`src/rtl/core/stor_pkg.sv`:
```
package stor_pkg;

   localparam int ID_W   = 15;
   localparam int AGE_W  = 32;
   localparam int ACT_W  = 3;
   localparam int SLOT_W = 4;

   localparam logic [ACT_W-1:0] ACT_CLEAR       = 3'd0;
   localparam logic [ACT_W-1:0] ACT_LOOKUP      = 3'd1;
   localparam logic [ACT_W-1:0] ACT_ALLOC       = 3'd2;
   localparam logic [ACT_W-1:0] ACT_RELEASE     = 3'd3;
   localparam logic [ACT_W-1:0] ACT_RELEASE_ALL = 3'd4;

   // Commands from the controller to the datapath.
   typedef struct packed {
      logic start;   // latch a new word and reset the scan accumulators
      logic issue;   // read the slot at the scan address and advance it
      logic commit;  // update the table and load the result register
   } cmd_type;

   // Status from the datapath to the controller.
   typedef struct packed {
      logic last_issue;  // the scan address points at the last slot
      logic out_free;    // the result register can take a word this cycle
   } sts_type;

endpackage

```
`src/rtl/core/stor_ctrl.sv`:
```
module stor_ctrl (
   input  logic              clock,
   input  logic              reset,
   input  logic              req_tvalid,
   output logic              req_tready,
   input  stor_pkg::sts_type sts,
   output stor_pkg::cmd_type cmd
);
   import stor_pkg::*;

   typedef enum logic [1:0] {
      ST_IDLE,
      ST_SCAN,
      ST_DRAIN,
      ST_COMMIT
   } state_type;

   state_type state_ff;
   state_type state_in;

   always_comb begin
      state_in = state_ff;
      case (state_ff)
         ST_IDLE: begin
            if (req_tvalid) state_in = ST_SCAN;
         end
         ST_SCAN: begin
            if (sts.last_issue) state_in = ST_DRAIN;
         end
         ST_DRAIN: begin
            state_in = ST_COMMIT;
         end
         ST_COMMIT: begin
            if (sts.out_free) state_in = ST_IDLE;
         end
         default: begin
            state_in = ST_IDLE;
         end
      endcase
   end

   always_ff @(posedge clock) begin
      if (reset) begin
         state_ff <= ST_IDLE;
      end else begin
         state_ff <= state_in;
      end
   end

   assign req_tready = (state_ff == ST_IDLE);
   assign cmd.start  = req_tvalid && (state_ff == ST_IDLE);
   assign cmd.issue  = (state_ff == ST_SCAN);
   assign cmd.commit = (state_ff == ST_COMMIT) && sts.out_free;

endmodule

```
`src/rtl/core/stor_datapath.sv`:
```
module stor_datapath #(
   parameter int SLOTS  = 16,
   parameter int MAX_ID = 32767
) (
   input  logic                          clock,
   input  logic                          reset,
   input  stor_pkg::cmd_type             cmd,
   output stor_pkg::sts_type             sts,
   input  logic [stor_pkg::ACT_W-1:0]    action,
   input  logic [stor_pkg::ID_W-1:0]     lookup_id,
   input  logic [stor_pkg::ID_W-1:0]     current_id,
   output logic                          rsp_valid,
   input  logic                          rsp_ready,
   output logic                          found,
   output logic [stor_pkg::SLOT_W-1:0]   slot,
   output logic [stor_pkg::ID_W-1:0]     new_id,
   output logic                          evicted,
   output logic [stor_pkg::ID_W-1:0]     evicted_id,
   output logic                          current_cleared
);
   import stor_pkg::*;

   localparam int IW = (SLOTS > 1) ? $clog2(SLOTS) : 1;

   typedef logic [IW-1:0] idx_type;

   // Slot storage; a slot is occupied only while its valid bit is set.
   logic [ID_W-1:0]  ids_mem  [SLOTS];
   logic [AGE_W-1:0] ages_mem [SLOTS];
   logic [SLOTS-1:0] valid_ff, valid_in;
   logic [ID_W-1:0]  next_id_ff, next_id_in;
   logic [AGE_W-1:0] age_ff, age_in;

   // Latched request.
   logic [ACT_W-1:0] act_ff;
   logic [ID_W-1:0]  fid_ff;
   logic [ID_W-1:0]  cur_ff;

   // Scan read pipeline.
   idx_type          addr_ff;
   logic             rd_vld_ff;
   idx_type          rd_idx_ff;
   logic [ID_W-1:0]  rd_id_ff;
   logic [AGE_W-1:0] rd_age_ff;
   logic             rd_occ_ff;
   logic [ID_W-1:0]  id_eff;

   // Scan accumulators.
   logic             match_fnd_ff, match_fnd_in;
   idx_type          match_idx_ff, match_idx_in;
   logic             free_fnd_ff, free_fnd_in;
   idx_type          free_idx_ff, free_idx_in;
   idx_type          sel_idx_ff, sel_idx_in;
   logic [ID_W-1:0]  sel_id_ff, sel_id_in;
   logic [AGE_W-1:0] best_ff, best_in;
   logic             cur_hit_ff, cur_hit_in;

   // Commit results.
   logic             wr_en;
   idx_type          wr_idx;
   logic             r_found, r_evicted, r_cleared;
   logic [SLOT_W-1:0] r_slot;
   logic [ID_W-1:0]  r_new_id, r_evicted_id;
   logic             rsp_valid_ff, rsp_valid_in;
   logic             found_ff, evicted_ff, cleared_ff;
   logic [SLOT_W-1:0] slot_ff;
   logic [ID_W-1:0]  new_id_ff, evicted_id_ff;

   assign id_eff = rd_occ_ff ? rd_id_ff : '0;

   assign sts.last_issue = (addr_ff == IW'(SLOTS - 1));
   assign sts.out_free   = !rsp_valid_ff || rsp_ready;

   always_comb begin
      match_fnd_in = match_fnd_ff;
      match_idx_in = match_idx_ff;
      free_fnd_in  = free_fnd_ff;
      free_idx_in  = free_idx_ff;
      sel_idx_in   = sel_idx_ff;
      sel_id_in    = sel_id_ff;
      best_in      = best_ff;
      cur_hit_in   = cur_hit_ff;
      if (cmd.start) begin
         match_fnd_in = 1'b0;
         match_idx_in = '0;
         free_fnd_in  = 1'b0;
         free_idx_in  = '0;
         sel_idx_in   = '0;
         sel_id_in    = '0;
         best_in      = '1;
         cur_hit_in   = 1'b0;
      end else if (rd_vld_ff) begin
         if (!match_fnd_ff && (fid_ff != '0) && (id_eff == fid_ff)) begin
            match_fnd_in = 1'b1;
            match_idx_in = rd_idx_ff;
         end
         if (!free_fnd_ff && (id_eff == '0)) begin
            free_fnd_in = 1'b1;
            free_idx_in = rd_idx_ff;
         end
         // Slot 0 is the fallback victim, so its id is kept even when it is
         // protected.
         if (rd_idx_ff == '0) begin
            sel_id_in = id_eff;
         end
         // Oldest unprotected slot; the later slot wins a tie.
         if ((id_eff != cur_ff) && (rd_age_ff <= best_ff)) begin
            sel_idx_in = rd_idx_ff;
            sel_id_in  = id_eff;
            best_in    = rd_age_ff;
         end
         if ((cur_ff != '0) && (id_eff == cur_ff)) begin
            cur_hit_in = 1'b1;
         end
      end
   end

   always_comb begin
      valid_in     = valid_ff;
      next_id_in   = next_id_ff;
      age_in       = age_ff;
      wr_en        = 1'b0;
      wr_idx       = free_fnd_ff ? free_idx_ff : sel_idx_ff;
      r_found      = 1'b0;
      r_slot       = '0;
      r_new_id     = '0;
      r_evicted    = 1'b0;
      r_evicted_id = '0;
      r_cleared    = 1'b0;
      if (cmd.commit) begin
         case (act_ff)
            ACT_CLEAR: begin
               valid_in   = '0;
               next_id_in = ID_W'(1);
               age_in     = AGE_W'(1);
            end
            ACT_LOOKUP: begin
               if (match_fnd_ff) begin
                  r_found = 1'b1;
                  r_slot  = SLOT_W'(match_idx_ff);
               end
            end
            ACT_ALLOC: begin
               wr_en            = 1'b1;
               valid_in[wr_idx] = 1'b1;
               age_in           = age_ff + AGE_W'(1);
               next_id_in       = (next_id_ff == ID_W'(MAX_ID)) ? ID_W'(1)
                                                                : next_id_ff + ID_W'(1);
               r_found          = 1'b1;
               r_slot           = SLOT_W'(wr_idx);
               r_new_id         = next_id_ff;
               if (!free_fnd_ff) begin
                  r_evicted    = 1'b1;
                  r_evicted_id = sel_id_ff;
                  r_cleared    = (cur_ff != '0) && (sel_id_ff == cur_ff);
               end
            end
            ACT_RELEASE: begin
               if (match_fnd_ff) begin
                  valid_in[match_idx_ff] = 1'b0;
                  r_found      = 1'b1;
                  r_slot       = SLOT_W'(match_idx_ff);
                  r_evicted_id = fid_ff;
                  r_cleared    = (cur_ff != '0) && (fid_ff == cur_ff);
               end
            end
            ACT_RELEASE_ALL: begin
               valid_in  = '0;
               age_in    = AGE_W'(1);
               r_cleared = cur_hit_ff;
            end
            default: begin
            end
         endcase
      end
   end

   always_comb begin
      rsp_valid_in = rsp_valid_ff;
      if (cmd.commit) begin
         rsp_valid_in = 1'b1;
      end else if (rsp_ready) begin
         rsp_valid_in = 1'b0;
      end
   end

   always_ff @(posedge clock) begin
      if (reset) begin
         valid_ff     <= '0;
         next_id_ff   <= ID_W'(1);
         age_ff       <= AGE_W'(1);
         rd_vld_ff    <= 1'b0;
         rsp_valid_ff <= 1'b0;
      end else begin
         valid_ff     <= valid_in;
         next_id_ff   <= next_id_in;
         age_ff       <= age_in;
         rd_vld_ff    <= cmd.issue;
         rsp_valid_ff <= rsp_valid_in;
      end
   end

   always_ff @(posedge clock) begin
      if (cmd.start) begin
         act_ff  <= action;
         fid_ff  <= lookup_id;
         cur_ff  <= current_id;
         addr_ff <= '0;
      end else if (cmd.issue) begin
         addr_ff <= addr_ff + IW'(1);
      end
      rd_idx_ff    <= addr_ff;
      rd_occ_ff    <= valid_ff[addr_ff];
      match_fnd_ff <= match_fnd_in;
      match_idx_ff <= match_idx_in;
      free_fnd_ff  <= free_fnd_in;
      free_idx_ff  <= free_idx_in;
      sel_idx_ff   <= sel_idx_in;
      sel_id_ff    <= sel_id_in;
      best_ff      <= best_in;
      cur_hit_ff   <= cur_hit_in;
      if (cmd.commit) begin
         found_ff      <= r_found;
         slot_ff       <= r_slot;
         new_id_ff     <= r_new_id;
         evicted_ff    <= r_evicted;
         evicted_id_ff <= r_evicted_id;
         cleared_ff    <= r_cleared;
      end
   end

   always_ff @(posedge clock) begin
      if (wr_en) begin
         ids_mem[wr_idx]  <= next_id_ff;
         ages_mem[wr_idx] <= age_ff;
      end
      rd_id_ff  <= ids_mem[addr_ff];
      rd_age_ff <= ages_mem[addr_ff];
   end

   assign rsp_valid       = rsp_valid_ff;
   assign found           = found_ff;
   assign slot            = slot_ff;
   assign new_id          = new_id_ff;
   assign evicted         = evicted_ff;
   assign evicted_id      = evicted_id_ff;
   assign current_cleared = cleared_ff;

endmodule

```
`src/rtl/core/slot_table_oldest_replacement.sv`:
```
// Channel  Direction  Ports                         Contents
// req      in         req_tvalid/tready/tdata/tuser  action, lookup id, current id
// rsp      out        rsp_tvalid/tready/tdata/tuser  found, slot, ids and flags
//
// A word is scanned one slot read a cycle; the last read settles in a drain state,
// then the word is committed; the next word is taken the cycle after the commit.
// A synchronous reset empties the table and sets the next id and age to one.
// A result waits in the output register while rsp_tready is low; the next
// request word is still accepted and scanned, and its commit waits for room.
module slot_table_oldest_replacement #(
   parameter int SLOTS  = 16,
   parameter int MAX_ID = 32767
) (
   input  logic        clock,
   input  logic        reset,
   input  logic        req_tvalid,
   output logic        req_tready,
   input  logic [31:0] req_tdata,   // lookup_id [14:0], current_id [29:15], zero fill
   input  logic [2:0]  req_tuser,   // action [2:0]
   output logic        rsp_tvalid,
   input  logic        rsp_tready,
   output logic [39:0] rsp_tdata,   // slot [3:0], new_id [18:4], evicted [19],
                                    // evicted_id [34:20], current_cleared [35], zero fill
   output logic        rsp_tuser    // found [0]
);
   import stor_pkg::*;

   cmd_type cmd;
   sts_type sts;

   logic              found;
   logic [SLOT_W-1:0] slot;
   logic [ID_W-1:0]   new_id;
   logic              evicted;
   logic [ID_W-1:0]   evicted_id;
   logic              current_cleared;

   // The controller only sequences; all table state sits in the datapath.
   stor_ctrl u_ctrl (
      .clock      (clock),
      .reset      (reset),
      .req_tvalid (req_tvalid),
      .req_tready (req_tready),
      .sts        (sts),
      .cmd        (cmd)
   );

   stor_datapath #(
      .SLOTS  (SLOTS),
      .MAX_ID (MAX_ID)
   ) u_datapath (
      .clock           (clock),
      .reset           (reset),
      .cmd             (cmd),
      .sts             (sts),
      .action          (req_tuser),
      .lookup_id       (req_tdata[14:0]),
      .current_id      (req_tdata[29:15]),
      .rsp_valid       (rsp_tvalid),
      .rsp_ready       (rsp_tready),
      .found           (found),
      .slot            (slot),
      .new_id          (new_id),
      .evicted         (evicted),
      .evicted_id      (evicted_id),
      .current_cleared (current_cleared)
   );

   // Result word layout, highest field first.
   assign rsp_tdata = {4'b0, current_cleared, evicted_id, evicted, new_id, slot};
   assign rsp_tuser = found;

endmodule

```
`config.mk`:
```
export PLATFORM = sky130hd
export DESIGN_NAME = slot_table_oldest_replacement
export DESIGN_NICKNAME = d
export VERILOG_FILES = /design/src/rtl/core/stor_pkg.sv /design/src/rtl/core/stor_ctrl.sv /design/src/rtl/core/stor_datapath.sv /design/src/rtl/core/slot_table_oldest_replacement.sv
export SDC_FILE = /design/constraint.sdc
export NUM_CORES = 1
export LEC_CHECK = 0
export BUFFER_PORTS_ARGS = -buffer_cell sky130_fd_sc_hd__buf_2
export CORE_ASPECT_RATIO = 0.75
export CORE_UTILIZATION = 45
export CTS_CLUSTER_DIAMETER = 120
export DETAILED_ROUTE_END_ITERATION = 8
export GPL_TIMING_DRIVEN = 0
export PLACE_DENSITY = 0.72
export SETUP_SLACK_MARGIN = 0.05
export SYNTH_ARGS = -nofsm -noshare
export SYNTH_HDL_FRONTEND = slang
export SYNTH_HIERARCHICAL = 1
export SYNTH_SLANG_ARGS = --single-unit
```
`constraint.sdc`:
```
create_clock -name clock -period 8.1 [get_ports clock]
set_clock_uncertainty 0.05 [all_clocks]
set_input_delay 0 -clock clock [delete_from_list [all_inputs] [get_ports clock]]
set_output_delay 0 -clock clock [all_outputs]
set_load 0.02 [all_outputs]
```
==> flow_metrics.tcl <==
set metrics [dict create \
    portBuffers 75 \
    numCtsBuffers 95 \
    cts_htree_levels 3 \
    hold_start "req_tdata[3]" \
    end_kind "flop" \
    synth_area_um2 39500 \
    grt_overflow 0 \
    route.met2.wl_mm 46.6 \
    p_leak_nw 14.1 \
    die-area_um2 89000 \
    grt_pass1_vias 22200 \
    worstSetupPathType "reg2reg" \
    crit_chain "ha_1 > and2_2 > nand2b_1 > nor2_1 > nand2b_1 > nor2_4 > buf_12 > buf_16" \
    finalCriticalPeriod_ns 4.11 \
    slowest_delay_ns 0.79 \
    holdPathStages 2 \
    cts_resized 0 \
    drive_gt1_share_pct 21.3 \
    num-nets-final 2522 \
    wire_per_inst_um 26.6 \
    synth-adder-area-share_pct 1.24 \
    vias 22000 \
    drc 0 \
    synth-seq-cells 1007 \
    finalCritPeriodShare_pct 50.7 \
    report.final.hold_viol_count 0 \
    fmax_ghz 0.243 \
    met3_length_mm 8.38 \
    cts_sinks 1007 \
    peakVddDrop_v 0.000325 \
    start_kind "flop" \
    totalWireLength_mm 97.3 \
    setup_viol 0 \
    maxCapViolations 0 \
    cts_root_buf "clkbuf_16" \
    core-area_um2 86300 \
    synth_compound_area_share_pct 3.65 \
    synth-edff-count 822 \
    yosysUniqueCellTypes 63 \
    clk_latency_ns 0.65 \
    pre_cts_slack_ns 4.00 \
    die_x_um 344 \
    crit_path_frequent_cell "nand2b_1" \
    routed_via_density 6.01 \
    slew_violations 0 \
    clockBufferDepth 3 \
    gp_congestion 0.886 \
    relSlewSlack_pct 20.5 \
    hp-class "in2reg" \
    drtIter0Drc 2890 \
    maxUsedRoutingLayer "met4" \
    worst_slew_pin_slew_ns 1.19 \
    worstPathRequired_ns 8.39 \
    p_per_area_nw_per_um2 270 \
    rsz0062_at_grt "no" \
    reg2reg_from "u_ctrl/state_ff[1]" \
    cts_tree "done" \
    r2r_slack_ns 3.99 \
    setup_tns_ns 0 \
    yosys_warnings 6 \
    io_pins 82 \
    yosysSeqAreaShare_pct 71.9 \
    yosys_most_used_dff "edfxtp_1" \
    worst_slack_ns 3.99 \
    synthMuxAreaShare_pct 14.4 \
    r2r_cells 8 \
    hpwlAfterDp_mm 60.4 \
    die_h_um 259 \
    synth_cells 2195 \
    grt_pass1_wl_mm 143 \
    num_rows 93 \
    avgSynthCellArea_um2 18.0 \
    critPathArrivalTime_ns 4.40 \
    postRouteAntennaNets 0 \
    grt_max_degree 48 \
    clk_pin_slew_worst_paths_ns 0.06 \
    utilization_pct 52.8 \
    synth_xor_area_share_pct 1.75 \
    synthArstFlopShare_pct 0 \
    syn_to_final_growth_pct 15.4 \
    crit_path_top_delay_cell "and2_2" \
    crit_path_max_fanout 41 \
    dr.pass1.iters 6 \
    nFillCells 6711 \
    holdPathEnd "u_datapath/fid_ff[3]" \
    wl_met1_mm 40.0 \
    rr_endpoint "u_datapath/ages_mem[6][10]" \
    antenna_found_initial 0 \
    synth-simple-area-share_pct 5.10 \
    synth_top_family_by_area "multiplexers" \
    grtUsageTotal_pct 21.9 \
    status "completed" \
    diodes 0 \
    initial_core_util_pct 45.8 \
]
[cell usage after synthesis, types with 6 or more instances]
library cell / number / area (µm²)
clkbuf_1: 87 / 327
nor3_1: 17 / 85.1
a21oi_1: 58 / 290
nor4_1: 22 / 138
or2_2: 8 / 50.1
inv_1: 56 / 210
mux2i_1: 28 / 280
or3_1: 11 / 68.8
o21ai_0: 42 / 210
mux4_2: 240 / 5410
edfxtp_1: 822 / 24700
nor2b_1: 16 / 100
a22oi_1: 6 / 45.0
nor2_1: 130 / 488
ha_1: 39 / 488
nand4_1: 29 / 181
nand2b_1: 28 / 175
buf_4: 10 / 75.1
nand3_1: 26 / 130
xor2_1: 66 / 578
nand2_1: 73 / 274
nand3b_1: 6 / 45.0
and3_1: 19 / 119
dfxtp_1: 185 / 3700
a22o_1: 17 / 149
o21a_1: 8 / 60.1
buf_2: 10 / 50.1
xnor2_1: 13 / 114
buf_1: 13 / 48.8
a31oi_1: 9 / 56.3
a211o_1: 34 / 298
o22ai_1: 13 / 81.3
[power by group]
| group | leakage [nW] | switching [W] | total (W) | internal, W |
|---|---|---|---|---|
| registers | 8.12 | 0.000147 | 0.00586 | 0.00571 |
| logic | 4.40 | 0.00110 | 0.00197 | 0.000874 |
| clock network | 1.55 | 0.00189 | 0.00447 | 0.00258 |
[repair_timing]
item / in CTS / in global routing
endpoints found under the hold margin: 40 / 0
buffers inserted: 0 / 0
endpoints found under the setup margin: 0 / 0
hold buffers: 53 / 0
[worst max-delay path by stage]
stage	from	end	slack [ns]	cells after the start
finish	u_ctrl/state_ff[1]	u_datapath/ages_mem[6][10]	3.99	8
global route	u_ctrl/state_ff[1]	u_datapath/ages_mem[6][8]	3.72	8
CTS	u_ctrl/state_ff[1]	u_datapath/ages_mem[6][2]	3.97	8
detailed placement	u_ctrl/state_ff[1]	u_datapath/ages_mem[6][9]	4.00	8
global placement	u_ctrl/state_ff[1]	u_datapath/ages_mem[3][8]	-0.12	6
floorplan	u_ctrl/state_ff[1]	u_datapath/ages_mem[5][0]	3.36	6
[state kept, by name, summed over array words and instances, names as in the netlist, 2 cells and up]
name / count
u_ctrl/state_ff: 2
u_datapath/rd_id_ff: 15
u_datapath/fid_ff: 15
u_datapath/free_idx_ff: 4
u_datapath/ids_mem: 240
u_datapath/new_id: 15
u_datapath/sel_idx_ff: 4
u_datapath/act_ff: 3
u_datapath/slot: 4
u_datapath/best_ff: 32
u_datapath/evicted_id: 15
u_datapath/age_ff: 32
u_datapath/match_idx_ff: 4
u_datapath/rd_idx_ff: 4
u_datapath/valid_ff: 16
u_datapath/next_id_ff: 15
u_datapath/ages_mem: 512
u_datapath/cur_ff: 15
u_datapath/sel_id_ff: 15
u_datapath/addr_ff: 4
u_datapath/rd_age_ff: 32
[kinds of logic (layout without fill, tap and decap cells)]
| group | after synthesis | count (layout) |
|---|---|---|
| compound gates | 214 | 214 |
| xor+xnor | 79 | 79 |
| fa+ha+maj | 39 | 39 |
| buf+inv | 181 | 506 |
| flops | 1007 | 1007 |
| mux | 270 | 270 |
| other cells | 1 | 4 |
| simple gates | 404 | 404 |
[cells in the final DEF, fill, tap and decap left out, types with 26 or more instances in the layout]
cell type | synthesis | routed
xor2_1 | 66 | 66
mux2i_1 | 28 | 28
clkbuf_1 | 87 | 108
a211o_1 | 34 | 34
nand3_1 | 26 | 26
a21oi_1 | 58 | 58
nand2_1 | 73 | 73
nand2b_1 | 28 | 28
inv_1 | 56 | 48
dlygate4sd3_1 | 0 | 53
nor2_1 | 130 | 122
edfxtp_1 | 822 | 822
clkbuf_16 | 0 | 98
dfxtp_1 | 185 | 185
o21ai_0 | 42 | 42
ha_1 | 39 | 39
mux4_2 | 240 | 240
nand4_1 | 29 | 29
buf_2 | 10 | 85
[layout make-up]
| cell class | instances | area [µm²] | share of cell area [%] |
|---|---|---|---|
| buffer | 125 | 557 | 1.22 |
| clock buffer | 127 | 2640 | 5.80 |
| clock inverter | 49 | 494 | 1.08 |
| inverter | 56 | 230 | 0.505 |
| multi-input combinational | 1010 | 10400 | 22.9 |
| sequential | 1007 | 28400 | 62.3 |
| tap | 1140 | 1430 | 3.13 |
| timing repair buffer | 149 | 1410 | 3.09 |
[metal layers]
layer | global-route usage [%] | vias to the layer above
li1 | - | 9194
met1 | 31.3 | 11500
met2 | 34.8 | 1165
met3 | 3.62 | 182
met4 | 6.50 | 0
met5 | 0 | -
[through the flow]
| step | hold slack, ns | total power (W) | cells | area, µm² |
|---|---|---|---|---|
| floorplan | 0.0228 | 0.00731 | 2198 | 39500 |
| global placement | 0.129 | 0.00783 | 3413 | 41300 |
| detailed placement | 0.129 | 0.00789 | 3434 | 41900 |
| CTS | 0.000281 | 0.0123 | 3663 | 45600 |
| global route | 0.0136 | 0.0127 | 3663 | 45600 |
| finish | 0.0244 | 0.0123 | 3663 | 45600 |
[worst max-delay path: cells and delay by family, from the launching register on]
family / cells / cell delay (ns)
simple gates: 5 / 2.68
fa+ha+maj: 1 / 0.18
buf+inv: 2 / 0.47
flops: 1 / 0.38
(Power assumes the default switching activity.)
